===== src/design/text_console_buffer_top_defines.svh =====
// assertion macros for the text console buffer
`ifndef TEXT_CONSOLE_BUFFER_TOP_DEFINES_SVH
`define TEXT_CONSOLE_BUFFER_TOP_DEFINES_SVH

`ifndef ASSERT_OFF
// condition implies consequence in the same cycle
`define TCB_ASSERT_IMP(lbl, ante, cons) \
    lbl: assert property (@(posedge clk) disable iff (!rst_n) (ante) |-> (cons)) \
        else $error("tcb assertion failed");
// condition implies consequence in the next cycle
`define TCB_ASSERT_NEXT(lbl, ante, cons) \
    lbl: assert property (@(posedge clk) disable iff (!rst_n) (ante) |=> (cons)) \
        else $error("tcb assertion failed");
`else
`define TCB_ASSERT_IMP(lbl, ante, cons)
`define TCB_ASSERT_NEXT(lbl, ante, cons)
`endif

`endif


===== src/design/tcb_pkg.sv =====
// shared types and constants of the text console buffer
`default_nettype none

package tcb_pkg;

    // index width that covers the largest screen (32 x 128 cells)
    localparam int IDX_W  = 13;
    localparam int CUR_W  = 11;
    localparam int CELL_W = 16;

    localparam logic [7:0]        BLANK_CHAR = 8'h20;
    localparam logic [7:0]        BLANK_ATTR = 8'h07;
    localparam logic [CELL_W-1:0] BLANK_CELL = {BLANK_ATTR, BLANK_CHAR};

    // request codes on the input tuser
    typedef enum logic [2:0] {
        KIND_PUT_CUR = 3'd0,
        KIND_PUT_AT  = 3'd1,
        KIND_MOVE_RC = 3'd2,
        KIND_MOVE_LN = 3'd3,
        KIND_CLEAR   = 3'd4,
        KIND_READ    = 3'd5
    } kind_t;

    // resolved operations handed to the back end
    typedef enum logic [2:0] {
        OP_PUT_CUR,
        OP_PUT_AT,
        OP_MOVE,
        OP_CLEAR,
        OP_READ,
        OP_REJECT
    } op_t;

    typedef struct packed {
        op_t               op;
        logic [IDX_W-1:0]  idx;
        logic [CELL_W-1:0] cell_data;   // attribute high byte, character low byte
    } cmd_t;

endpackage

`default_nettype wire


===== src/design/tcb_front.sv =====
// front end: takes requests, checks ranges and resolves cell indexes
`default_nettype none

module tcb_front #(
    parameter int ROWS = 25,
    parameter int COLS = 80
) (
    input  wire logic               s_tvalid,
    output logic                    s_tready,
    input  wire logic [39:0]        s_tdata,
    input  wire logic [2:0]         s_tuser,
    input  wire logic               q_full,
    output logic                    q_push,
    output tcb_pkg::cmd_t           q_cmd
);
    import tcb_pkg::*;

    localparam int CELLS = ROWS * COLS;

    logic [4:0]       row;
    logic [6:0]       col;
    logic [10:0]      position;
    logic [7:0]       char_code;
    logic [7:0]       attribute;
    logic             rc_ok;
    logic             pos_ok;
    logic [IDX_W-1:0] rc_idx;

    // unpack the transaction
    assign row       = s_tdata[4:0];
    assign col       = s_tdata[11:5];
    assign position  = s_tdata[22:12];
    assign char_code = s_tdata[30:23];
    assign attribute = s_tdata[38:31];

    // range checks and row-major index
    assign rc_ok  = (int'(row) < ROWS) && (int'(col) < COLS);
    assign pos_ok = int'(position) < CELLS;
    assign rc_idx = IDX_W'(row) * IDX_W'(COLS) + IDX_W'(col);

    assign s_tready = !q_full;
    assign q_push   = s_tvalid && !q_full;

    // classify the request
    always_comb
    begin
        q_cmd.cell_data = {attribute, char_code};
        q_cmd.idx       = rc_idx;
        q_cmd.op        = OP_REJECT;
        case (kind_t'(s_tuser))
            KIND_PUT_CUR: q_cmd.op = OP_PUT_CUR;
            KIND_PUT_AT:  q_cmd.op = rc_ok ? OP_PUT_AT : OP_REJECT;
            KIND_MOVE_RC: q_cmd.op = rc_ok ? OP_MOVE : OP_REJECT;
            KIND_MOVE_LN:
            begin
                q_cmd.op  = pos_ok ? OP_MOVE : OP_REJECT;
                q_cmd.idx = IDX_W'(position);
            end
            KIND_CLEAR:   q_cmd.op = OP_CLEAR;
            KIND_READ:    q_cmd.op = rc_ok ? OP_READ : OP_REJECT;
            default:      q_cmd.op = OP_REJECT;
        endcase
    end

endmodule

`default_nettype wire


===== config.mk =====
export PLATFORM = sky130hd
export DESIGN_NAME = tcb_front
export DESIGN_NICKNAME = d
export VERILOG_FILES = /design/src/design/text_console_buffer_top_defines.svh /design/src/design/tcb_pkg.sv /design/src/design/tcb_front.sv
export SDC_FILE = /design/constraint.sdc
export NUM_CORES = 1
export LEC_CHECK = 0
export ABC_AREA = 1
export BUFFER_PORTS_ARGS = -buffer_cell sky130_fd_sc_hd__buf_4
export CORE_UTILIZATION = 30
export DETAILED_ROUTE_END_ITERATION = 7
export GPL_TIMING_DRIVEN = 0
export PLACE_DENSITY = 0.72
export SLEW_MARGIN = 5
export SYNTH_ARGS = -nofsm -noshare
export SYNTH_HDL_FRONTEND = slang
export SYNTH_SLANG_ARGS = --single-unit
export TNS_END_PERCENT = 50

===== constraint.sdc =====
create_clock -name vclk -period 1.9
set_input_delay 0.19 -clock vclk [all_inputs]
set_output_delay 0.19 -clock vclk [all_outputs]
set_load 0.1 [all_outputs]

# Word level (Yosys, flattened, before mapping)
# Index checks and enable logic that the tools add are counted.
dict set report op_classes {
  addsub 1
  multipliers 1
  magnitude_cmp 3
  eq_ne 5
  n_mux 6
  n_reduce_logical 4
}
# cell count
set op_table {}
lappend op_table {{$pmux W3 S6} 1}
lappend op_table {{$add A12 B7 Y13} 1}
lappend op_table {{$mux W13} 1}
lappend op_table {{$lt A11 B11 Y1 const B} 1}
lappend op_table {{$mux W3} 3}
lappend op_table {{$mul A5 B3 Y8 const B} 1}
lappend op_table {{$lt A7 B7 Y1 const B} 1}
lappend op_table {{$eq A3 B2 Y1 const B} 2}
lappend op_table {{$eq A3 B3 Y1 const B} 2}
lappend op_table {{$lt A5 B5 Y1 const B} 1}
lappend op_table {{$eq A3 B1 Y1 const B} 1}
lappend op_table {{$logic_not A3 Y1} 1}
lappend op_table {{$logic_and A1 B1 Y1} 2}
lappend op_table {{$logic_not A1 Y1} 1}
lappend op_table {{$mux W1} 1}
dict set report word_totals {
  regBits 0
  in_bits 45
  out_inout_bits 34
  elab_cells 20
}

# Depth between registers and ports, before layout
dict set report depth {
  ltp_word 4
  mapped_depth 11
  depth_no_buf 11
}

# Worst setup path after synthesis
# OpenSTA, ideal clock, no wires.
dict set report synth_timing {
  path_type {input to output}
  from {input s_tdata[1]}
  to {output q_cmd[25] (netlist name)}
  arrival_ns 2.888
  t_required_ns 1.710
  path_slack_ns -1.178
  stages 9
  path_buffers 0
  cell_sequence {ha_1 ha_1 fa_1 nand2_2 nor2_1 nand2_1 nand2_2 nor2_1 o21ai_1}
}
# item line_no
set synth_lines {}
lappend synth_lines {{from (decl)} tcb_front.sv:10} ;# input wire logic [39:0] s_tdata,
lappend synth_lines {{to (decl)} tcb_front.sv:14} ;# output tcb_pkg::cmd_t q_cmd

==> results.cfg <==
[run_status]
outcome = complete, but fails checks
violations = setup timing

[timing]
period_minus_slack_ns = 2.19
setup_viol = 5
slew_violations = 0
worst_slack_ns = -0.292
hold_viol = 0
fmax_mhz = 456
rsz0062_at_grt = true
finalSetupTns_ns = -0.878
finalCritPeriodShare = 1.15

[die]
rows = 18
core-area_um2 = 2480
die_area_um2 = 2840
die_w_um = 53.3
die_height_um = 53.3
ios = 79
initial_core_util = 0.318

[flow_run]
cap_violations = 0

[placement]
place_ws_ns = -0.517
gp_congestion = 0.764
port_buffers = 61
dp_hpwl_mm = 1.92

[global_routing]
overflow = 0
grt_pass1_wl_mm = 3.30
grt_pass1_vias = 861
antenna_found_initial = 0
grt_usage = 0.152
grt_start_max_net_pins = 11

[detailed_routing]
wirelength_mm = 2.28
ant_nets = 0
first_pass_iters = 4
routedWlPerCell_um = 9.83
vias_per_cell = 4.54
dr_total_vias = 1053
route.detailed.drc = 0
drt_iter0_markers = 31

[finish]
final.clkbuf_count = 0
drive_gt1_frac = 0.535
antennaDiodeCount = 0
seqCellArea_um2 = 0
design.seq.count = 0
nets = 260
fin_util = 0.590
area_growth_pct = 85.4

[synthesis]
yosysTopAreaCell = nand2_1
synthCells = 139
synth_area_leaders = nand2_1 (21%), buf_4 (16%), ha_1 (14%), nor2_1 (6.2%), fa_1 (5.1%)
yosysTopAreaCellShare = 0.214
yosysSeqAreaShare = 0
yosysWarnings = 0
syn-num-nets = 195
syn_avg_cell_area_um2 = 5.67
synth.distinct_cells = 23
synth_area_um2 = 788

[hold_path]
worstHoldStart = s_tdata[32]
hold_path_depth = 2
hold_class = input pin to output pin
whs_endpoint = q_cmd[9]

[setup_path]
path_cells = buf_8, ha_4, ha_4, fa_2, nand2_2, nor2_1, nand2_1, nand2_2, nand2_2, nor2_2, nor2_2, nor2_4, buf_12
slowest_delay_ns = 0.57
worst_ep_required_time_ns = 1.71
crit_fanout = 2
path_depth = 13
slowest_stage = fa_2
crit_top_cell = nand2_2
crit_arrival_ns = 2.00
cp_top_family = adder cells
path_class = input pin to output pin
endpoint_kind = output pin
cp-start-kind = input pin
critical_path_buf_inv_count = 2

[pwr]
powerDensity_nw_per_um2 = 661
p_leak_nw = 0.808
peakVddDrop_mv = 0.543

[clocking]
ctsHoldBuffers = 0
==> through the flow <==
step | hold WS, ns | instances | power, mW | area (um^2)
6_report | 0.706 | 232 | 0.966 | 1460
3_3_place_gp | 0.707 | 230 | 0.881 | 1360
2_1_floorplan | 0.592 | 139 | 0.707 | 863
4_1_cts | 0.707 | 232 | 0.955 | 1450
5_1_grt | 0.708 | 232 | 1.01 | 1460
3_5_place_dp | 0.707 | 230 | 0.890 | 1360
==> layer usage <==
layer | part of all wire | GRT usage | routed length [um]
met5 | 0 | 0 | 0
met3 | 0.065 | 0.00287 | 149
met1 | 0.40 | 0.178 | 903
met4 | 0.022 | 0.0395 | 51
met2 | 0.52 | 0.296 | 1180
==> how the worst max path moves through the flow <==
stage	to	slack, ns	startpoint
after global placement	q_cmd[27]	-0.50	s_tdata[1]
after detailed placement	q_cmd[27]	-0.52	s_tdata[1]
after floorplan	q_cmd[27]	-0.39	s_tdata[1]
after global routing	q_cmd[27]	-0.38	s_tdata[3]
final	q_cmd[27]	-0.29	s_tdata[3]
after CTS	q_cmd[27]	-0.30	s_tdata[3]
==> layout by cell type, fill, tap and decap left out, drive strengths merged, types with 2 or more instances in the layout <==
| cell type | n |
|---|---|
| nor2 | 16 |
| fa | 2 |
| o211ai | 2 |
| a21oi | 3 |
| inv | 15 |
| buf | 82 |
| nand2 | 50 |
| o21ai | 8 |
| nand3 | 8 |
| ha | 9 |
==> cells in the mapped netlist <==
cell type   n
nand4_1     1
a21oi_1     3
nand2_1    45
o21ai_0     2
xnor2_1     1
nand3_1     8
ha_1        9
o21bai_1    1
buf_4      17
clkinv_1    1
inv_1      10
inv_2       5
buf_6       2
nor3_1      1
nand2_2     5
fa_1        2
nor2_1     13
o22ai_1     1
o211ai_1    2
conb_1      1
nor2_4      2
nor2_2      1
o21ai_1     6
==> power by group <==
group / internal, mW / switching [mW] / total [mW]
combinational: 0.294 / 0.672 / 0.966
clock: 0 / 0 / 0
sequential: 0 / 0 / 0
==> repair_timing <==
item | in CTS | in global routing
resized for setup | 19 | 2
endpoints found under the setup margin | 5 | 5
pin swaps | 11 | 2
buffers inserted | 2 | 0
==> logic make-up after synthesis <==
logic type      synth area share
simple gates               0.417
xor+xnor                  0.0111
fa+ha+maj                  0.194
compound gates             0.106
buf+inv                    0.267
other cells              0.00476
==> cell type report <==
cell class | instances | area (um^2)
inverter | 16 | 60.1
tap | 30 | 37.5
buffer | 19 | 150
fill | 232 | 1020
timing repair buffer | 63 | 538
multi-input combinational | 104 | 676
No activity file was read; power rests on OpenSTA's default activity.
