## src/design/text_console_buffer_top_defines.svh

```systemverilog
// assertion macros for the text console buffer
`ifndef TEXT_CONSOLE_BUFFER_TOP_DEFINES_SVH
`define TEXT_CONSOLE_BUFFER_TOP_DEFINES_SVH

`ifndef ASSERT_OFF
// condition implies consequence in the same cycle
`define TCB_ASSERT_IMP(lbl, ante, cons) \
    lbl: assert property (@(posedge clk) disable iff (!rst_n) (ante) |-> (cons)) \
        else $error("tcb assertion failed");
// condition implies consequence in the next cycle
`define TCB_ASSERT_NEXT(lbl, ante, cons) \
    lbl: assert property (@(posedge clk) disable iff (!rst_n) (ante) |=> (cons)) \
        else $error("tcb assertion failed");
`else
`define TCB_ASSERT_IMP(lbl, ante, cons)
`define TCB_ASSERT_NEXT(lbl, ante, cons)
`endif

`endif

```

## src/design/tcb_pkg.sv

```systemverilog
// shared types and constants of the text console buffer
`default_nettype none

package tcb_pkg;

    // index width that covers the largest screen (32 x 128 cells)
    localparam int IDX_W  = 13;
    localparam int CUR_W  = 11;
    localparam int CELL_W = 16;

    localparam logic [7:0]        BLANK_CHAR = 8'h20;
    localparam logic [7:0]        BLANK_ATTR = 8'h07;
    localparam logic [CELL_W-1:0] BLANK_CELL = {BLANK_ATTR, BLANK_CHAR};

    // request codes on the input tuser
    typedef enum logic [2:0] {
        KIND_PUT_CUR = 3'd0,
        KIND_PUT_AT  = 3'd1,
        KIND_MOVE_RC = 3'd2,
        KIND_MOVE_LN = 3'd3,
        KIND_CLEAR   = 3'd4,
        KIND_READ    = 3'd5
    } kind_t;

    // resolved operations handed to the back end
    typedef enum logic [2:0] {
        OP_PUT_CUR,
        OP_PUT_AT,
        OP_MOVE,
        OP_CLEAR,
        OP_READ,
        OP_REJECT
    } op_t;

    typedef struct packed {
        op_t               op;
        logic [IDX_W-1:0]  idx;
        logic [CELL_W-1:0] cell_data;   // attribute high byte, character low byte
    } cmd_t;

endpackage

`default_nettype wire

```

## src/design/tcb_queue.sv

```systemverilog
// two-entry command queue between front and back end
`default_nettype none

module tcb_queue (
    input  wire logic          clk,
    input  wire logic          rst_n,
    input  wire logic          push,
    input  wire tcb_pkg::cmd_t push_cmd,
    output logic               full,
    input  wire logic          pop,
    output tcb_pkg::cmd_t      head_cmd,
    output logic               empty
);
    import tcb_pkg::*;

    cmd_t       entry_reg [2];
    logic       wptr_reg;
    logic       rptr_reg;
    logic [1:0] count_reg;

    assign full     = count_reg == 2'd2;
    assign empty    = count_reg == 2'd0;
    assign head_cmd = entry_reg[rptr_reg];

    // entry storage
    always_ff @(posedge clk)
    begin
        if (push)
        begin
            entry_reg[wptr_reg] <= push_cmd;
        end
    end

    // pointers and fill count
    always_ff @(posedge clk or negedge rst_n)
    begin
        if (!rst_n)
        begin
            wptr_reg  <= 1'b0;
            rptr_reg  <= 1'b0;
            count_reg <= 2'd0;
        end
        else
        begin
            if (push)
            begin
                wptr_reg <= !wptr_reg;
            end
            if (pop)
            begin
                rptr_reg <= !rptr_reg;
            end
            if (push && !pop)
            begin
                count_reg <= count_reg + 2'd1;
            end
            else if (pop && !push)
            begin
                count_reg <= count_reg - 2'd1;
            end
        end
    end

endmodule

`default_nettype wire

```

## config.mk

```make
export PLATFORM = sky130hd
export DESIGN_NAME = tcb_queue
export DESIGN_NICKNAME = d
export VERILOG_FILES = /design/src/design/text_console_buffer_top_defines.svh /design/src/design/tcb_pkg.sv /design/src/design/tcb_queue.sv
export SDC_FILE = /design/constraint.sdc
export NUM_CORES = 1
export LEC_CHECK = 0
export BUFFER_PORTS_ARGS = -buffer_cell sky130_fd_sc_hd__buf_2
export CORE_ASPECT_RATIO = 0.8
export CORE_MARGIN = 10
export CORE_UTILIZATION = 52
export DETAILED_ROUTE_END_ITERATION = 8
export GPL_TIMING_DRIVEN = 1
export PLACE_DENSITY = 0.79
export SKIP_CTS_REPAIR_TIMING = 1
export SKIP_LAST_GASP = 1
export SLEW_MARGIN = 40
export SYNTH_ARGS = -nofsm -noshare
export SYNTH_HDL_FRONTEND = slang
export SYNTH_SLANG_ARGS = --single-unit
```

## constraint.sdc

```tcl
create_clock -name clk -period 3.1 [get_ports clk]
set_input_delay 0.31 -clock clk [delete_from_list [all_inputs] [get_ports clk]]
set_output_delay 0.31 -clock clk [all_outputs]
set_load 0.005 [all_outputs]
```

Yosys cells after proc, flatten, opt, wreduce, memory -nomap -nowiden
Memories as Yosys holds them, arrays and structs flattened.
Cells that the tools add are included.
- equality and inequality tests: 1
- multiplexer cells: 4
- add/subtract/negate cells: 2
- reduce and logical (&&, ||, !) cells: 8
- operator list (kind ; number):
    zero test 1 bit ; 4
    two-way mux 2 bit ; 2
    adder 2 x 1 -> 2 bit, second input constant ; 1
    equality test 2 bit, second input constant ; 1
    logical AND 1 bit ; 2
    zero test 2 bit ; 1
    two-way mux 1 bit ; 2
    nonzero test 2 bit ; 1
    subtractor 2 x 1 -> 2 bit, second input constant ; 1
- output and inout port bits: 34
- input bits: 36
- register bits after elaboration: 4
- bits in writable memories: 64
- word-level logic and storage cells: 19
- memories: 1
- memory list (memory ; depth ; bits a word ; rd ports ; clocked after memory_dff ; write ports ; RTL line ; source):
    entry_reg ; 2 ; 32 ; 1 ; 0 ; 1 ; tcb_queue.sv:16 ; cmd_t entry_reg [2];

Depth between registers and ports, before layout
- depth after elaboration: 4
- mapped depth: 5
- mapped depth without buffers: 5

Least setup slack after synthesis
Ideal clock, no wire load.
- path type: flip-flop to flip-flop
- from: register wptr_reg
- to: memory entry_reg[0][0] (netlist bit) (enable)
- data arrival time: 1842 ps
- path buffers: 0
- cell stages (with the launch flop): 2
- data required time: 2675 ps
- period minus slack after synthesis: 2267 ps
- library setup time: 425 ps
- setup slack: 833 ps
- path through: dfrtp_1 -> nor2b_1
- RTL lines (element ; RTL line ; source):
    from (decl) ; tcb_queue.sv:17 ; logic wptr_reg;
    from (signal assigned) ; tcb_queue.sv:47 ; wptr_reg <= !wptr_reg;
    to (decl) ; tcb_queue.sv:16 ;
No word-level cell before the write port.

==> impl_summary.log <==
INFO  metric synth-edff-count = 64
INFO  metric synth_flop_cell = edfxtp_1
INFO  metric detail_route.iter0.violations = between 80 and 90
INFO  metric internal_power = about 2 mW
INFO  metric final-max-slew-violation-count = 0
INFO  metric fin_area = 0.003214 mm²
INFO  metric worst_hold_path.num_cells = 1
INFO  metric slew_headroom = 0.5698
INFO  metric power.share.sequential = 0.488
INFO  metric grt_pass1_wl = roughly 7.1 mm
INFO  metric largest_register_ff_count = 64
INFO  metric yosys-top-cells-area = edfxtp_1 (73%), mux2_4 (16%), dfrtp_1 (3.8%)
INFO  metric syn_warnings = 0
INFO  metric startpoint_of_the_most_critical_register_to_register_path = wptr_reg$_DFFE_PN0P_
INFO  metric clk_latency = around 0.33 ns
INFO  metric ff2ff_path_depth = 2
INFO  metric worst_setup_path_end_kind = output port
INFO  metric rd_place_congestion = 0.6662
INFO  metric dp.cells = approximately 250
INFO  metric worstHoldStart = push_cmd[19]
INFO  metric drt-wirelength-per-cell = ~18 µm
INFO  metric multi_input_comb_area = ~560 µm²
INFO  metric timing.critical_path.slowest_cell_delay = approximately 0.60 ns
INFO  metric report.final.setup_viol = 0
INFO  metric critical_path.cell_chain = buf_4 > mux2_4 > buf_2
INFO  metric run_status = completed
INFO  metric clock-skew-final = 0.006337 ns
INFO  metric antenna_violations_before_repair = 0
INFO  metric post_synth_num_cell_types = 13
INFO  metric number_of_synthesized_register_bits = 68
INFO  metric final.setup.tns = 0 ns
INFO  metric signal_arrival_time_at_the_worst_endpoint = approximately 1.9 ns
INFO  metric top_usage_layer = met2
INFO  metric rows = 23
INFO  metric grt_max_degree = 33
INFO  metric period_minus_slack = between 2 and 2.5 ns
INFO  metric portBuffers = 69
INFO  metric numClockSinks = around 70
INFO  metric layout-drive-gt1-share = 0.5821
INFO  metric vdd.ir_drop.worst = 0.0005063 V
INFO  metric final_util = 0.6456
INFO  metric netlist.top_cell.by_area = edfxtp_1
INFO  metric fillCellCount = around 370
INFO  metric layout.nets = 233
INFO  metric synth_nets = approximately 150
INFO  metric drt.antenna.violating_nets = 0
INFO  metric clock_tree.root_cell = clkbuf_8
INFO  metric hold_class = in -> reg
INFO  metric grt_overflow_total = 0
INFO  metric detail_route.vias_per_cell = 4.943
INFO  metric power_density = ~850 mW/mm²
INFO  metric timing.hold.worst_endpoint = entry_reg[1][19]$_DFFE_PP_
INFO  metric htree_num_levels = 3
INFO  metric cp_num_buf_inv = 2
INFO  metric vias = 1300
INFO  metric gr-usage-met2 = 0.1809
INFO  metric final-hold-violation-count = 0
INFO  metric setup.worst_path.class = reg -> out
INFO  metric ioPinCount = 70
INFO  metric post-dp-hpwl = ~3.4 mm
INFO  metric cts_max_path_buffers = 2
INFO  metric top_area_cell_type_share_of_the_netlist_area = 0.7256
INFO  metric switching_power = between 0.7 and 0.8 mW
INFO  metric synth-async-reset-ratio = 0.05882
INFO  metric clkTransAtPathRegs = approximately 0.07 ns
INFO  metric ys_seq_area_frac = 0.7633
INFO  metric start_util = 0.5320
INFO  metric synth_common_cells = edfxtp_1 (64), mux2_4 (29), dfrtp_1 (4), xor2_1 (4)
INFO  metric critical_path_required = ~2.8 ns
INFO  metric grt.met3_usage = 0.06623
INFO  metric slowest_stage = dfrtp_2
INFO  metric switching_share = 0.2693
INFO  metric grt_pass1_vias = ~1400
INFO  metric gr-usage-all-layers = 0.1128
INFO  metric wirelength = 4.682 mm
INFO  metric die_area = around 0.0084 mm²
INFO  metric grt.met1_usage = 0.1173
INFO  metric reg2reg_setup_slack = ~1.4 ns
INFO  metric post-route-drc-count = 0
INFO  metric layout-area-overhead-vs-synth = 21.35%
INFO  metric die_width = approximately 100 µm
INFO  metric worstPathMaxFanout = 20
INFO  metric post_dp_cell_area = around 0.0030 mm²
INFO  metric clock_power_frac = 0.209
INFO  metric period_share = 0.6968
INFO  metric mean_area_per_synthesized_cell = approximately 23 µm²
INFO  metric die_y = about 84 µm
INFO  metric cellLeakagePower = around 1.3 nW
INFO  metric synthMostInstantiatedCell = edfxtp_1
INFO  metric grt_setup_unrepaired = false
INFO  metric netlist_area = around 0.0026 mm²
INFO  metric num_antenna_cells = 0
INFO  metric timing.rr.end = entry_reg[1][15]$_DFFE_PP_
INFO  metric share_of_power_burned_in_combinational_logic = 0.303
INFO  metric max-cap-violations = 0
INFO  metric cts_inserted_buffers = 9
INFO  metric max_freq = approximately 460 MHz
INFO  metric clock_tree_from_tritoncts = yes
INFO  metric critical_path_depth = 3
INFO  metric netlist_instances = 116
INFO  metric final_cells = approximately 260
INFO  metric drtPass1Iterations = 4
INFO  metric worstMarginPinSlew = about 0.65 ns
INFO  metric critPathTopFamily = flip-flops
INFO  metric floorplan.core_area = around 0.0050 mm²
INFO  metric critPathLaunchType = flip-flop
INFO  metric area.sequential = between 0.002 and 0.0025 mm²
## metal layers
layer,routed length (µm),part of all wire
met2,2427,0.52
met5,0,0
met3,448,0.096
met4,44,0.0094
met1,1761,0.38
## through the flow
stage               hold WS, ns  setup slack, ns  total power, mW
global placement         0.1170            1.307            2.137
global route             0.1451           0.8356            2.883
finish                   0.1628           0.9400            2.729
detailed placement       0.1229            1.274            2.179
floorplan               0.01441           0.8334            1.940
CTS                     -0.2440           0.9029            2.757
## logic make-up after synthesis
family | after synthesis | share of synthesized area
flops | 68 | 0.7633
mux | 32 | 0.1771
xor+xnor | 5 | 0.01653
buf+inv | 5 | 0.02834
simple gates | 5 | 0.009922
fa+ha+maj | 1 | 0.004723
## worst max path at each step
stage | end | startpoint
2_1_floorplan | entry_reg[0][0]$_DFFE_PP_ | wptr_reg$_DFFE_PN0P_
3_3_place_gp | head_cmd[20] | rptr_reg$_DFFE_PN0P_
3_5_place_dp | head_cmd[20] | rptr_reg$_DFFE_PN0P_
4_1_cts | head_cmd[18] | rptr_reg$_DFFE_PN0P_
5_1_grt | head_cmd[18] | rptr_reg$_DFFE_PN0P_
6_report | head_cmd[18] | rptr_reg$_DFFE_PN0P_
## power by group through the flow
stage | clock network [mW] | registers, mW | logic [mW]
2_1_floorplan | 0 | 1.29 | 0.648
3_3_place_gp | 0 | 1.34 | 0.799
3_5_place_dp | 0 | 1.36 | 0.823
4_1_cts | 0.591 | 1.34 | 0.828
5_1_grt | 0.632 | 1.35 | 0.896
6_report | 0.571 | 1.33 | 0.828
## worst reg2reg max path, cell delays in order, from the launching register on
cell and delay [ns]:
dfrtp_1 0.41, and2_1 0.57, buf_4 0.39
## area by class of cell
cell class | instances | area share
Tap cell | 62 | 0.02413
Sequential cell | 68 | 0.6294
Clock buffer | 13 | 0.04321
Clock inverter | 3 | 0.004282
Multi-Input combinational cell | 43 | 0.1740
Timing Repair Buffer | 73 | 0.1238
Inverter | 1 | 0.001168
## cell usage in the layout, fill, tap and decap left out
master / count
nor2b_1: 1
buf_4: 2
nor2b_4: 1
clkbuf_8: 9
nor2_1: 2
inv_1: 1
xor2_1: 4
xnor2_1: 1
clkbuf_1: 4
dfrtp_1: 3
dfrtp_2: 1
mux2_4: 29
dlygate4sd3_1: 1
edfxtp_1: 64
buf_16: 1
buf_2: 69
clkinv_1: 1
mux2_2: 3
ha_1: 1
and2_1: 1
clkinv_2: 2
Note: power is estimated with default switching activity, not from simulation.
